### src/rtl/shp_pkg.sv
// Shared types and constants for the slice header parser.
package shp_pkg;

    localparam int unsigned ValueWidth = 33;
    localparam int unsigned IdWidth = 4;

    // Field ids
    localparam logic [3:0] FidFirstMb  = 4'd0;
    localparam logic [3:0] FidType     = 4'd1;
    localparam logic [3:0] FidPps      = 4'd2;
    localparam logic [3:0] FidPlane    = 4'd3;
    localparam logic [3:0] FidFrame    = 4'd4;
    localparam logic [3:0] FidField    = 4'd5;
    localparam logic [3:0] FidBottom   = 4'd6;
    localparam logic [3:0] FidIdr      = 4'd7;
    localparam logic [3:0] FidPoc      = 4'd8;
    localparam logic [3:0] FidDpoc     = 4'd9;
    localparam logic [3:0] FidNoOut    = 4'd10;
    localparam logic [3:0] FidLongTerm = 4'd11;
    localparam logic [3:0] FidQp       = 4'd12;
    localparam logic [3:0] FidLength   = 4'd13;
    localparam logic [3:0] FidError    = 4'd14;

    // Configuration register indexes
    localparam logic [2:0] CfgSepPlanes = 3'd0;
    localparam logic [2:0] CfgLog2Frame = 3'd1;
    localparam logic [2:0] CfgFrameMbs  = 3'd2;
    localparam logic [2:0] CfgPocType   = 3'd3;
    localparam logic [2:0] CfgLog2Poc   = 3'd4;
    localparam logic [2:0] CfgBotPres   = 3'd5;

    localparam logic [2:0] NalIdr = 3'd5;

    // One queued byte beat from front to back
    typedef struct packed {
        logic [7:0] data;
        logic       start;
        logic       idr;
    } byte_beat_t;

    // One result beat
    typedef struct packed {
        logic [IdWidth-1:0]    id;
        logic [ValueWidth-1:0] value;
        logic                  last;
    } result_t;

    typedef struct packed {
        logic       sep_planes;
        logic [4:0] log2_frame;
        logic       frame_mbs;
        logic [1:0] poc_type;
        logic [4:0] log2_poc;
        logic       bot_pres;
    } cfg_t;

    function automatic logic is_golomb(input logic [3:0] s);
        return (s == FidFirstMb) || (s == FidType) || (s == FidPps) ||
               (s == FidIdr) || (s == FidDpoc) || (s == FidQp);
    endfunction

    function automatic logic [4:0] clamp_width(input logic [4:0] v);
        if (v < 5'd4)
            return 5'd4;
        if (v > 5'd16)
            return 5'd16;
        return v;
    endfunction

endpackage

### src/rtl/shp_fifo.sv
// Small register queue used between the byte front end and the bit engine
// and for the result output.
module shp_fifo #(
    parameter int unsigned Width = 8,
    parameter int unsigned Depth = 4
) (
    input  logic             clk,
    input  logic             rst_n,
    input  logic             wr_en,
    input  logic [Width-1:0] wr_data,
    output logic             full,
    input  logic             rd_en,
    output logic [Width-1:0] rd_data,
    output logic             empty,
    output logic [$clog2(Depth+1)-1:0] count
);
    localparam int unsigned AddrW = (Depth > 1) ? $clog2(Depth) : 1;

    logic [Width-1:0] mem_reg [Depth];
    logic [AddrW-1:0] wr_ptr_reg, rd_ptr_reg;
    logic [$clog2(Depth+1)-1:0] count_reg;

    assign full    = (count_reg == ($clog2(Depth+1))'(Depth));
    assign empty   = (count_reg == '0);
    assign rd_data = mem_reg[rd_ptr_reg];
    assign count   = count_reg;

    // Storage, no reset on payload
    always_ff @(posedge clk)
    begin
        if (wr_en && !full)
            mem_reg[wr_ptr_reg] <= wr_data;
    end

    // Pointers and fill count
    always_ff @(posedge clk or negedge rst_n)
    begin
        if (!rst_n)
        begin
            wr_ptr_reg <= '0;
            rd_ptr_reg <= '0;
            count_reg  <= '0;
        end
        else
        begin
            if (wr_en && !full)
                wr_ptr_reg <= (wr_ptr_reg == AddrW'(Depth - 1)) ? '0 : wr_ptr_reg + 1'b1;
            if (rd_en && !empty)
                rd_ptr_reg <= (rd_ptr_reg == AddrW'(Depth - 1)) ? '0 : rd_ptr_reg + 1'b1;
            count_reg <= count_reg + ($clog2(Depth+1))'(wr_en && !full)
                                   - ($clog2(Depth+1))'(rd_en && !empty);
        end
    end
endmodule

### src/rtl/shp_engine.sv
// Bit-serial back end: one header bit per cycle unless stalled; emits field results.
module shp_engine #(
    parameter int unsigned MaxLeadingZeros = 31,
    parameter int unsigned MaxHeaderBytes  = 256
) (
    input  logic                clk,
    input  logic                rst_n,
    input  shp_pkg::cfg_t       cfg,
    input  logic                in_valid,
    input  shp_pkg::byte_beat_t in_beat,
    output logic                in_take,
    output logic                res_valid,
    output shp_pkg::result_t    res,
    input  logic [1:0]          res_space
);
    import shp_pkg::*;

    localparam int unsigned BitsW = $clog2(MaxHeaderBytes * 8 + 1);
    localparam logic [BitsW-1:0] MaxBits = BitsW'(MaxHeaderBytes * 8);

    logic [7:0]       sh_reg, sh_next;
    logic [3:0]       left_reg, left_next;       // bits of current byte left
    logic [3:0]       step_reg, step_next;
    logic [5:0]       lz_reg, lz_next;
    logic [32:0]      acc_reg, acc_next;
    logic [BitsW-1:0] bits_reg, bits_next;
    logic [4:0]       bleft_reg, bleft_next;
    logic             fps_reg, fps_next;
    logic             idr_reg, idr_next;
    logic             done_reg, done_next;
    logic [2:0]       m5_reg, m5_next;           // accumulator modulo five

    // Two result slots per bit at most (field plus length or error)
    logic             emit0, emit1;
    result_t          r0, r1;
    logic             phase_reg, phase_next; // second result pending
    result_t          pend_reg, pend_next;

    function automatic logic present(input logic [3:0] s, input cfg_t c, input logic fps,
                                     input logic idr);
        case (s)
            FidPlane:                          return c.sep_planes;
            FidField:                          return !c.frame_mbs;
            FidBottom:                         return fps;
            FidIdr, FidNoOut, FidLongTerm:     return idr;
            FidPoc:                            return c.poc_type == 2'd0;
            FidDpoc: return (c.poc_type == 2'd0) && !fps && c.bot_pres;
            default:                           return 1'b1;
        endcase
    endfunction

    function automatic logic [4:0] fwidth(input logic [3:0] s, input cfg_t c);
        if (s == FidPlane)
            return 5'd2;
        if (s == FidFrame)
            return clamp_width(c.log2_frame);
        if (s == FidPoc)
            return clamp_width(c.log2_poc);
        return 5'd1;
    endfunction

    // Skip absent fields; at most a handful of narrow steps
    function automatic logic [3:0] next_present(input logic [3:0] s, input cfg_t c,
                                                input logic fps, input logic idr);
        logic [3:0] t;
        t = s;
        for (int k = 0; k < 12; k++)
        begin
            if (t < FidQp && !present(t, c, fps, idr))
                t = t + 4'd1;
        end
        return t;
    endfunction

    logic       busy;
    logic       bit_go;
    logic       b;
    logic [3:0] ent_s;
    logic [32:0] val;
    logic        fdone;
    logic [BitsW-1:0] bits_inc;
    logic [3:0]  m5_dbl;
    logic [2:0]  m5_shift;
    logic [32:0] type_mod;

    assign busy    = (left_reg != 4'd0);
    // Accept a new byte when current is exhausted and no second result is pending
    assign in_take = in_valid && !busy && !phase_reg;
    assign bit_go  = busy && !phase_reg && (res_space >= 2'd2);
    assign b       = sh_reg[7];
    assign bits_inc = bits_reg + 1'b1;

    // Slice type modulo five, tracked one suffix bit at a time
    assign m5_dbl   = {m5_reg, b};
    assign m5_shift = (m5_dbl >= 4'd5) ? 3'(m5_dbl - 4'd5) : m5_dbl[2:0];
    assign type_mod = (m5_shift == 3'd0) ? 33'd4 : 33'(m5_shift - 3'd1);

    always_comb
    begin
        sh_next    = sh_reg;
        left_next  = left_reg;
        step_next  = step_reg;
        lz_next    = lz_reg;
        acc_next   = acc_reg;
        bits_next  = bits_reg;
        bleft_next = bleft_reg;
        fps_next   = fps_reg;
        idr_next   = idr_reg;
        done_next  = done_reg;
        m5_next    = m5_reg;
        phase_next = phase_reg;
        pend_next  = pend_reg;
        emit0 = 1'b0;
        emit1 = 1'b0;
        r0 = '0;
        r1 = '0;
        val = '0;
        fdone = 1'b0;
        ent_s = '0;

        if (phase_reg)
        begin
            if (res_space >= 2'd1)
            begin
                emit0 = 1'b1;
                r0 = pend_reg;
                phase_next = 1'b0;
            end
        end
        else if (in_take)
        begin
            sh_next   = in_beat.data;
            left_next = 4'd8;
            if (in_beat.start)
            begin
                idr_next   = in_beat.idr;
                fps_next   = 1'b0;
                bits_next  = '0;
                done_next  = 1'b0;
                ent_s      = next_present(FidFirstMb, cfg, 1'b0, in_beat.idr);
                step_next  = ent_s;
                lz_next    = '0;
                acc_next   = '0;
                m5_next    = 3'd0;
                bleft_next = is_golomb(ent_s) ? 5'd0 : fwidth(ent_s, cfg);
            end
        end
        else if (bit_go)
        begin
            sh_next   = {sh_reg[6:0], 1'b0};
            left_next = left_reg - 4'd1;
            if (!done_reg)
            begin
                bits_next = bits_inc;
                if (!is_golomb(step_reg) || bleft_reg != 5'd0)
                begin
                    acc_next   = {acc_reg[31:0], b};
                    m5_next    = m5_shift;
                    bleft_next = bleft_reg - 5'd1;
                    if (bleft_reg == 5'd1)
                    begin
                        fdone = 1'b1;
                        val = is_golomb(step_reg) ? acc_next - 33'd1 : acc_next;
                    end
                end
                else if (!b)
                begin
                    if (lz_reg >= 6'(MaxLeadingZeros))
                    begin
                        emit0 = 1'b1;
                        r0 = '{id: FidError, value: 33'(bits_inc), last: 1'b1};
                        done_next = 1'b1;
                    end
                    else
                        lz_next = lz_reg + 6'd1;
                end
                else if (lz_reg == 6'd0)
                    fdone = 1'b1;
                else
                begin
                    bleft_next = 5'(lz_reg);
                    acc_next   = 33'd1;
                    m5_next    = 3'd1;
                end

                if (fdone)
                begin
                    // single-bit code is zero; otherwise take the tracked residue
                    if (step_reg == FidType)
                        val = (bleft_reg == 5'd0) ? 33'd0 : type_mod;
                    if (step_reg == FidDpoc || step_reg == FidQp)
                        val = val[0] ? ((val + 33'd1) >> 1) : (33'd0 - (val >> 1));
                    emit0 = 1'b1;
                    r0 = '{id: step_reg, value: val, last: 1'b0};
                    if (step_reg == FidField)
                        fps_next = val[0];
                    if (step_reg >= FidQp)
                    begin
                        emit1 = 1'b1;
                        r1 = '{id: FidLength, value: 33'(bits_inc), last: 1'b1};
                        done_next = 1'b1;
                    end
                    else
                    begin
                        ent_s = next_present(step_reg + 4'd1, cfg, fps_next, idr_reg);
                        step_next  = ent_s;
                        lz_next    = '0;
                        acc_next   = '0;
                        m5_next    = 3'd0;
                        bleft_next = is_golomb(ent_s) ? 5'd0 : fwidth(ent_s, cfg);
                    end
                end

                if (!done_next && bits_inc >= MaxBits)
                begin
                    emit1 = 1'b1;
                    r1 = '{id: FidError, value: 33'(bits_inc), last: 1'b1};
                    done_next = 1'b1;
                end
            end
            // a lone second result goes out now; a pair's second goes out next cycle
            if (emit1 && !emit0)
            begin
                emit0 = 1'b1;
                r0 = r1;
            end
            else if (emit1)
            begin
                phase_next = 1'b1;
                pend_next  = r1;
            end
        end
    end

    assign res_valid = emit0;
    assign res       = r0;

    // State registers
    always_ff @(posedge clk or negedge rst_n)
    begin
        if (!rst_n)
        begin
            left_reg  <= '0;
            step_reg  <= '0;
            lz_reg    <= '0;
            acc_reg   <= '0;
            bits_reg  <= '0;
            bleft_reg <= '0;
            fps_reg   <= 1'b0;
            idr_reg   <= 1'b0;
            done_reg  <= 1'b1;
            m5_reg    <= '0;
            phase_reg <= 1'b0;
        end
        else
        begin
            left_reg  <= left_next;
            step_reg  <= step_next;
            lz_reg    <= lz_next;
            acc_reg   <= acc_next;
            bits_reg  <= bits_next;
            bleft_reg <= bleft_next;
            fps_reg   <= fps_next;
            idr_reg   <= idr_next;
            done_reg  <= done_next;
            m5_reg    <= m5_next;
            phase_reg <= phase_next;
        end
    end

    // Payload registers
    always_ff @(posedge clk)
    begin
        sh_reg   <= sh_next;
        pend_reg <= pend_next;
    end
endmodule

### src/rtl/slice_header_parser.sv
// Top level of the slice header parser.
//
// Usage: slice bytes enter on the push/full queue port, one beat per byte,
// slice_start set on the first byte of a slice (nal_unit_type sampled there).
// Parsed fields leave on the empty/pop queue port as (field_id, field_value)
// beats; the header length (or an error) ends each header with
// last_of_header set. The user must write registers on cfg_valid/cfg_ready
// only while idle; the block itself does not enforce this. The bit engine
// loads a byte, then shifts it out one bit per cycle while result space
// allows, and takes no new byte until the current one is spent; a bit that
// ends both a field and the header emits the closing beat on its own, while
// shifting waits. Bytes queue in a 4-entry input queue, results in an 8-entry
// output queue, so input keeps flowing while the receiver stalls; when the
// result queue nears full the engine pauses and the input queue then fills
// and raises full.
// Reset empties both queues, puts the registers at their defaults and leaves
// the parser idle until a slice start.
module slice_header_parser #(
    parameter int unsigned MAX_LEADING_ZEROS = 31,
    parameter int unsigned MAX_HEADER_BYTES  = 256
) (
    input  logic        clk,
    input  logic        rst_n,
    input  logic        push,
    output logic        full,
    input  logic [7:0]  data_byte,
    input  logic        slice_start,
    input  logic [4:0]  nal_unit_type,
    output logic        empty,
    input  logic        pop,
    output logic [3:0]  field_id,
    output logic signed [32:0] field_value,
    output logic        last_of_header,
    input  logic        cfg_valid,
    output logic        cfg_ready,
    input  logic [2:0]  cfg_index,
    input  logic [4:0]  cfg_data
);
    import shp_pkg::*;

    cfg_t       cfg_reg;
    byte_beat_t in_beat, q_beat;
    logic       q_empty, q_full, take, res_valid;
    result_t    res, out_res;
    logic [3:0] oq_count;
    logic [2:0] iq_count;
    logic [1:0] space;

    assign cfg_ready = 1'b1;

    // Configuration registers
    always_ff @(posedge clk or negedge rst_n)
    begin
        if (!rst_n)
            cfg_reg <= '{sep_planes: 1'b0, log2_frame: 5'd4, frame_mbs: 1'b1,
                         poc_type: 2'd0, log2_poc: 5'd4, bot_pres: 1'b0};
        else if (cfg_valid)
        begin
            case (cfg_index)
                CfgSepPlanes: cfg_reg.sep_planes <= cfg_data[0];
                CfgLog2Frame: cfg_reg.log2_frame <= cfg_data;
                CfgFrameMbs:  cfg_reg.frame_mbs  <= cfg_data[0];
                CfgPocType:   cfg_reg.poc_type   <= cfg_data[1:0];
                CfgLog2Poc:   cfg_reg.log2_poc   <= cfg_data;
                CfgBotPres:   cfg_reg.bot_pres   <= cfg_data[0];
                default: ;
            endcase
        end
    end

    // Front: classify the beat (IDR flag) and queue it
    assign in_beat = '{data: data_byte, start: slice_start,
                       idr: (nal_unit_type == {2'b00, NalIdr})};
    assign full = q_full;

    shp_fifo #(.Width($bits(byte_beat_t)), .Depth(4)) u_in_q (
        .clk(clk), .rst_n(rst_n),
        .wr_en(push), .wr_data(in_beat), .full(q_full),
        .rd_en(take), .rd_data(q_beat), .empty(q_empty), .count(iq_count)
    );

    // Free result slots seen by the engine, saturated at two
    assign space = (oq_count <= 4'd6) ? 2'd2 : ((oq_count == 4'd7) ? 2'd1 : 2'd0);

    shp_engine #(.MaxLeadingZeros(MAX_LEADING_ZEROS),
                 .MaxHeaderBytes(MAX_HEADER_BYTES)) u_engine (
        .clk(clk), .rst_n(rst_n), .cfg(cfg_reg),
        .in_valid(!q_empty && (iq_count != 3'd0)), .in_beat(q_beat), .in_take(take),
        .res_valid(res_valid), .res(res), .res_space(space)
    );

    shp_fifo #(.Width($bits(result_t)), .Depth(8)) u_out_q (
        .clk(clk), .rst_n(rst_n),
        .wr_en(res_valid), .wr_data(res), .full(),
        .rd_en(pop), .rd_data(out_res), .empty(empty), .count(oq_count)
    );

    assign field_id       = out_res.id;
    assign field_value    = out_res.value;
    assign last_of_header = out_res.last;
endmodule

### config.mk
export PLATFORM = sky130hd
export DESIGN_NAME = slice_header_parser
export DESIGN_NICKNAME = d
export VERILOG_FILES = /design/src/rtl/shp_pkg.sv /design/src/rtl/shp_fifo.sv /design/src/rtl/shp_engine.sv /design/src/rtl/slice_header_parser.sv
export SDC_FILE = /design/constraint.sdc
export NUM_CORES = 1
export LEC_CHECK = 0
export ABC_AREA = 0
export BUFFER_PORTS_ARGS = -buffer_cell sky130_fd_sc_hd__buf_2
export CORE_MARGIN = 2
export CORE_UTILIZATION = 40
export CTS_CLUSTER_DIAMETER = 80
export CTS_CLUSTER_SIZE = 30
export DETAILED_ROUTE_END_ITERATION = 8
export GPL_ROUTABILITY_DRIVEN = 0
export HOLD_SLACK_MARGIN = 0.08
export PLACE_DENSITY = 0.65
export SLEW_MARGIN = 0
export SYNTH_ARGS = -nofsm -noshare
export SYNTH_HDL_FRONTEND = slang
export SYNTH_HIERARCHICAL = 1
export SYNTH_SLANG_ARGS = --single-unit
export TNS_END_PERCENT = 30
### constraint.sdc
create_clock -name clk -period 24.7 [get_ports clk]
set_clock_uncertainty 0.05 [all_clocks]
set_input_delay 1.235 -clock clk [delete_from_list [all_inputs] [get_ports clk]]
set_output_delay 1.235 -clock clk [all_outputs]
set_load 0.02 [all_outputs]
==> Yosys cells after proc, flatten, opt, wreduce, memory -nomap -nowiden <==
Memories as Yosys holds them, arrays and structs flattened.
Cells that the tools add are included.
{ "word_totals": {"ff_bits": 149, "latch_bits": 0, "ram_bits": 344, "rom_bits": 0, "inputBits": 27, "output_inout_bits": 41, "wordCells": 1004, "mem_count": 2} }
{ "classes": {"n_addsub": 41, "mul": 0, "n_div": 0, "n_lt_le_gt_ge": 34, "eq_ne": 223, "shift": 0, "mux": 535, "bitwise": 3, "reduce_logical": 139} }
{ "memory_table": {"columns": ["name", "words", "word_bits", "rd", "rd_ports_with_merged_regs", "wr", "line_no", "source"], "rows": [
  ["u_out_q.mem_reg", 8, 38, 1, 0, 1, "shp_fifo.sv:19", "logic [Width-1:0] mem_reg [Depth];"],
  ["u_in_q.mem_reg", 4, 10, 1, 0, 1, "shp_fifo.sv:19", null]
]} }
{ "op_table": {"columns": ["operator", "n"], "rows": [
  ["33-bit two-way mux", 22],
  ["4-bit two-way mux", 139],
  ["38-bit two-way mux", 14],
  ["4-bit equality test (second input constant)", 101],
  ["4-bit by 3-bit equality test with 1-bit output (second input constant)", 76],
  ["1-bit two-way mux", 272],
  ["5-bit two-way mux", 35],
  ["1-bit case mux with 6 select lines", 23],
  ["4-bit by 2-bit equality test with 1-bit output (second input constant)", 28],
  ["4-bit by 1-bit adder with 4-bit output (second input constant)", 24],
  ["4-bit less-than comparator (second input constant)", 23],
  ["3-bit OR reduction", 23],
  ["6-bit two-way mux", 9],
  ["12-bit two-way mux", 4],
  ["1-bit logical AND", 37],
  ["3-bit two-way mux", 12],
  ["1-bit zero test", 34],
  ["33-bit by 1-bit adder with 33-bit output (second input constant)", 1],
  ["1-bit by 32-bit subtractor with 33-bit output (first input constant)", 1],
  ["33-bit by 1-bit subtractor with 33-bit output (second input constant)", 1],
  ["1-bit logical OR", 17],
  ["4-bit zero test", 4],
  ["8-bit two-way mux", 2],
  ["3-bit equality test (second input constant)", 5],
  ["43 further kinds", 68]
]} }

==> Logic depth before layout (Yosys ltp) <==
{ "depth": {"ltp_word": 289, "ltp_mapped": 111, "depth_no_buf": 107} }

==> By module <==
Netlist, hierarchy kept.
{ "by_module_without_submodules": {"columns": ["mod", "instances", "cells_per_inst", "area_per_inst_um2", "seq_area_each_um2"], "rows": [
  ["shp_fifo (u_out_q)", 1, 498, 12081.6, 9379.0],
  ["shp_engine", 1, 1490, 11259.5, 2443.6],
  ["shp_fifo (u_in_q)", 1, 96, 1915.6, 1376.3],
  ["slice_header_parser", 1, 45, 710.7, 379.1]
]} }

==> Least setup slack after synthesis <==
OpenSTA, ideal clock, no wires.
{ "synth_path": {"kind": "register to register", "from": "register u_engine.step_reg[0]", "to": "register u_engine.bleft_reg[4]", "setup_ns": 0.069, "arrival_time_ns": 21.472, "t_required_ns": 24.581, "path_slack_ns": 3.108, "stages_incl_launch_ff": 103, "n_path_buf": 3, "period_less_slack_ns": 21.592, "path_cell_list": "dfrtp_1 > clkbuf_1 > inv_1 > ha_1 > o21bai_1 > a22oi_1 > clkbuf_1 > mux2i_1 > a21oi_1 > nor3_1 > mux2_2 > ha_1 > and3_1 > inv_1 > and4_1 > o21ai_0 > a222oi_1 > xnor2_1 > [... 67 more ...] > inv_1 > ha_1 > a221oi_1 > o21ai_1 > a21o_1 > a21oi_1 > mux2_2 > inv_1 > ha_1 > nor3_1 > a21oi_1 > nor2_1 > a21oi_1 > a22oi_2 > o31a_1 > or3b_1 > a221o_1 > nand3_1"} }
{ "synth_between": {"elab_chain_len": 260, "word_cells_on_any_way": 418, "cone_classes": "add/sub (15); order compare (13); eq/ne (110); mux (226); reduce/logical (54)"} }
{ "synth_lines": {"columns": ["element", "line_no", "source"], "rows": [
  ["start: declaration", "shp_engine.sv:23", "logic [3:0] step_reg, step_next;"],
  ["start signal: assignment", "shp_engine.sv:258", "step_reg <= step_next;"],
  ["4-bit by 1-bit equality test with 1-bit output or 4-bit zero test (tied branches)", "shp_pkg.sv:58, shp_engine.sv:189", null],
  ["1-bit logical OR (3 in series)", "shp_pkg.sv:58", "return (s == FidFirstMb) || (s == FidType) || (s == FidPps) ||"],
  ["1-bit logical OR (2 in series)", "shp_pkg.sv:59", "(s == FidIdr) || (s == FidDpoc) || (s == FidQp);"],
  ["33-bit two-way mux or 1-bit zero test (tied branches)", "shp_engine.sv:163, shp_engine.sv:155", null],
  ["33-bit two-way mux or 1-bit logical OR (tied branches)", "shp_engine.sv:160, shp_engine.sv:155", null],
  ["33-bit two-way mux", "shp_engine.sv:155", "if (!is_golomb(step_reg) || bleft_reg != 5'd0)"],
  ["33-bit two-way mux", "shp_engine.sv:189", "if (step_reg == FidType)"],
  ["33-bit two-way mux", "shp_engine.sv:186", "if (fdone)"],
  ["[... 241 more ...]", null, null],
  ["5-bit two-way mux", "shp_engine.sv:57", "if (s == FidPoc)"],
  ["5-bit two-way mux", "shp_engine.sv:55", "if (s == FidFrame)"],
  ["5-bit two-way mux", "shp_engine.sv:210", "bleft_next = is_golomb(ent_s) ? 5'd0 : fwidth(ent_s, cfg);"],
  ["5-bit two-way mux", "shp_engine.sv:197", "if (step_reg >= FidQp)"],
  ["5-bit two-way mux *", "shp_engine.sv:186", null],
  ["5-bit two-way mux *", "shp_engine.sv:152", "if (!done_reg)"],
  ["5-bit two-way mux *", "shp_engine.sv:148", "else if (bit_go)"],
  ["5-bit two-way mux *", "shp_engine.sv:130", "else if (in_take)"],
  ["end signal: assignment", "shp_engine.sv:262", "bleft_reg <= bleft_next;"],
  ["end: declaration", "shp_engine.sv:27", "logic [4:0] bleft_reg, bleft_next;"]
]} }
Every way passes the cells marked *; elsewhere a longest branch is shown, timed or not. The select of a mux whose other input is x is not followed.
A chain may end at the register's enable or synchronous reset.

==> Worst setup path after layout <==
{ "layout_path": {"from": "register u_engine.bleft_reg[1]", "to": "register u_engine.bleft_reg[4]"} }
{ "layout_between": {"elab_chain_len": 254, "word_cells_on_any_way": 396, "cone_classes": "add/sub (14); order compare (11); eq/ne (97); mux (227); reduce/logical (47)"} }
{ "layout_lines": {"columns": ["element", "line_no"], "rows": [
  ["5-bit by 1-bit equality test with 1-bit output or 5-bit nonzero test (tied branches)", "shp_engine.sv:160, shp_engine.sv:155"],
  ["33-bit two-way mux or 1-bit logical OR (tied branches)", "shp_engine.sv:160, shp_engine.sv:155"],
  ["33-bit two-way mux", "shp_engine.sv:155"],
  ["33-bit two-way mux", "shp_engine.sv:189"],
  ["33-bit two-way mux", "shp_engine.sv:186"],
  ["33-bit two-way mux", "shp_engine.sv:152"],
  ["33-bit two-way mux", "shp_engine.sv:148"],
  ["33-bit two-way mux", "shp_engine.sv:130"],
  ["[... 238 more ...]", null],
  ["5-bit two-way mux", "shp_engine.sv:57"],
  ["5-bit two-way mux", "shp_engine.sv:55"],
  ["5-bit two-way mux", "shp_engine.sv:210"],
  ["5-bit two-way mux", "shp_engine.sv:197"],
  ["5-bit two-way mux *", "shp_engine.sv:186"],
  ["5-bit two-way mux *", "shp_engine.sv:152"],
  ["5-bit two-way mux *", "shp_engine.sv:148"],
  ["5-bit two-way mux *", "shp_engine.sv:130"]
]} }
Marks and branches as above.

==> summary.txt <==
Setup path
  • CP most frequent cell: ha_1
  • CP startpoint: u_engine/bleft_reg[1]
  • Startpoint types: flip-flop
  • Req. time, crit path: between 20,000 and 30,000 ps
  • Crit-path max cell delay: 590 ps
  • WS Path Type: reg -> reg
  • Worst Path Arrival: roughly 24,000 ps
  • Crit-path slowest cell: or4b_2
  • Worst Setup End Kind: flip-flop
  • Crit path max fanout: 9
  • R2r startpoint: u_engine/bleft_reg[1]

Detailed routing
  • Starting DRT DRC Count: ~1,500
  • Via/cell ratio: ~6
  • Pre-Repair DR Iteration Count: 7
  • Vias post-DR: about 18,000
  • Detailed Route WL: between 50 and 60 mm
  • Final ANT Viol Nets: 0
  • Routed wire per std cell: a little under 20 um
  • DRC errors left: 0

CTS
  • Hold-fix buffers, CTS: 0
  • CTS tree: built
  • CTS Buffer Depth: 3
  • Clock root cell: clkbuf_16
  • H-tree Lvls: 1
  • Clock Sinks: between 400 and 500
  • Worst-path clk slew: roughly 100 ps
  • Clock latency on the worst-skew pair: between 500 and 600 ps
  • CTS Buf Count: 22

Job
  • Max Cap Viol: 0

Floorplan
  • DIE WIDTH: 259 um
  • # IOs: slightly below 70
  • Row count: 93
  • Die Area: around 67,000 sq um
  • Core area: 64,300 sq um
  • Initial Util: 0.403
  • Die height: ~260 um

Finish
  • Sequential Area: around 14,000 sq um
  • Synthesis-to-layout area growth: 8.09%
  • Share of cells above drive strength 1: 0.180
  • Nets@finish: between 2,000 and 2,500
  • ANT cells: 0
  • Final Cell Area: about 28,000 sq um
  • Max reg flops: between 300 and 400
  • Fill cells: roughly 5,800
  • Area of the multi-input gates: roughly 12,000 sq um

STA
  • Rel. slew slack: 0.188
  • Slew Limit Fails: 0
  • Finish-stage setup viols: 0
  • Fmax: approximately 43 MHz
  • Worst Tran Pin Value: ~1200 ps
  • Min Tclk post-route: 23,350 ps
  • Fin. Hold Viols: 0
  • Final WS setup: approximately 1300 ps
  • Fin crit share: 0.945

Synth
  • Syn Nets: around 2,200
  • Mapped Cells: 2,128
  • Yosys warnings: 6
  • Mapped Area: approximately 26,000 sq um
  • Syn_area_per_cell: approximately 12 sq um

Global route
  • Vias in the first global route: around 18,000
  • Grt ovf: 0
  • Global router's overall resource usage: 0.174
  • Largest net degree at the start of global routing: 64
  • Global-route wire length before repair: 95.3 mm
  • Initial antenna violation count: 0

Placement
  • Post-place instance area: around 27,000 sq um
  • Pre-CTS WS: about 62 ps
  • Port Buffers: 66
  • Dpl hpwl: ~40 mm

Hold path
  • Hold Crit Class: reg -> reg
  • HP Start: u_engine/m5_reg[2]

Run status
  • Status: finished clean
[routing by layer]
metal / vias to the layer above / global-route usage / share of wire
met5: - / 0 / 0
met1: 8903 / 0.237 / 0.44
met2: 600 / 0.299 / 0.49
li1: 8255 / - / -
met3: 101 / 0.0181 / 0.050
met4: 0 / 0.0408 / 0.020
[worst max-delay path, delay by kind of cell, from the launching register on]
kind / cells / cell delay (ps)
compound gates: 35 / 7510
simple gates: 32 / 7330
mux: 8 / 2990
fa+ha+maj: 12 / 2990
buf+inv: 12 / 1510
xor+xnor: 2 / 470
flops: 1 / 440
[layout by cell type, fill, tap and decap left out, drive strengths merged, types with 19 or more instances in the layout]
cell type	count
a211oi	28
ha	81
mux4	86
xnor2	52
buf	99
a31oi	21
mux2	73
nand2	168
inv	74
xor2	35
or3	28
dfrtp	98
nor2	162
nand3	55
o22ai	23
nor3	56
mux2i	19
nor4	26
o21ai	116
nand2b	28
o211ai	19
and3	20
a21oi	90
edfxtp	367
a22o	49
clkbuf	30
[metrics by stage]
step,util,hold slack (ps),instances,TNS [ps]
global route,0.436,503,3027,-350
global placement,0.422,431,2981,0
floorplan,-,413,2128,0
detailed placement,0.422,451,2981,0
finish,0.436,471,3027,0
CTS,0.433,477,3021,0
[final cells by class]
type,count,area share
Timing Repair Buffer,99,0.0207
Sequential cell,469,0.484
Multi-Input combinational cell,1493,0.422
Tap cell,855,0.0381
Clock inverter,10,0.00495
Inverter,71,0.00950
Clock buffer,30,0.0210
[path summary, 6_finish.rpt]
kind / end / slack [ps] / cells after the start
worst max-delay path: u_engine/bleft_reg[4] / 1350 / 101
worst min-delay path: u_engine/m5_reg[2] / 470 / 2
worst max register to register: u_engine/bleft_reg[4] / 1350 / 101
worst min register to register: u_engine/m5_reg[2] / 470 / 2
max in group asynchronous: u_out_q/rd_ptr_reg[0] / 22680 / 2
min in group asynchronous: u_engine/acc_reg[20] / 610 / 1
[what timing repair did]
item / in CTS / in global routing
gates resized for setup: 1 / 28
endpoints found under the setup margin: 1 / 9
pin swaps: 0 / 5
setup buffers: 0 / 5
cloned: 0 / 1
Power is left out: the tool's default activity adds up to more than one toggle a clock period on the data nets, which glitch-free logic cannot reach.
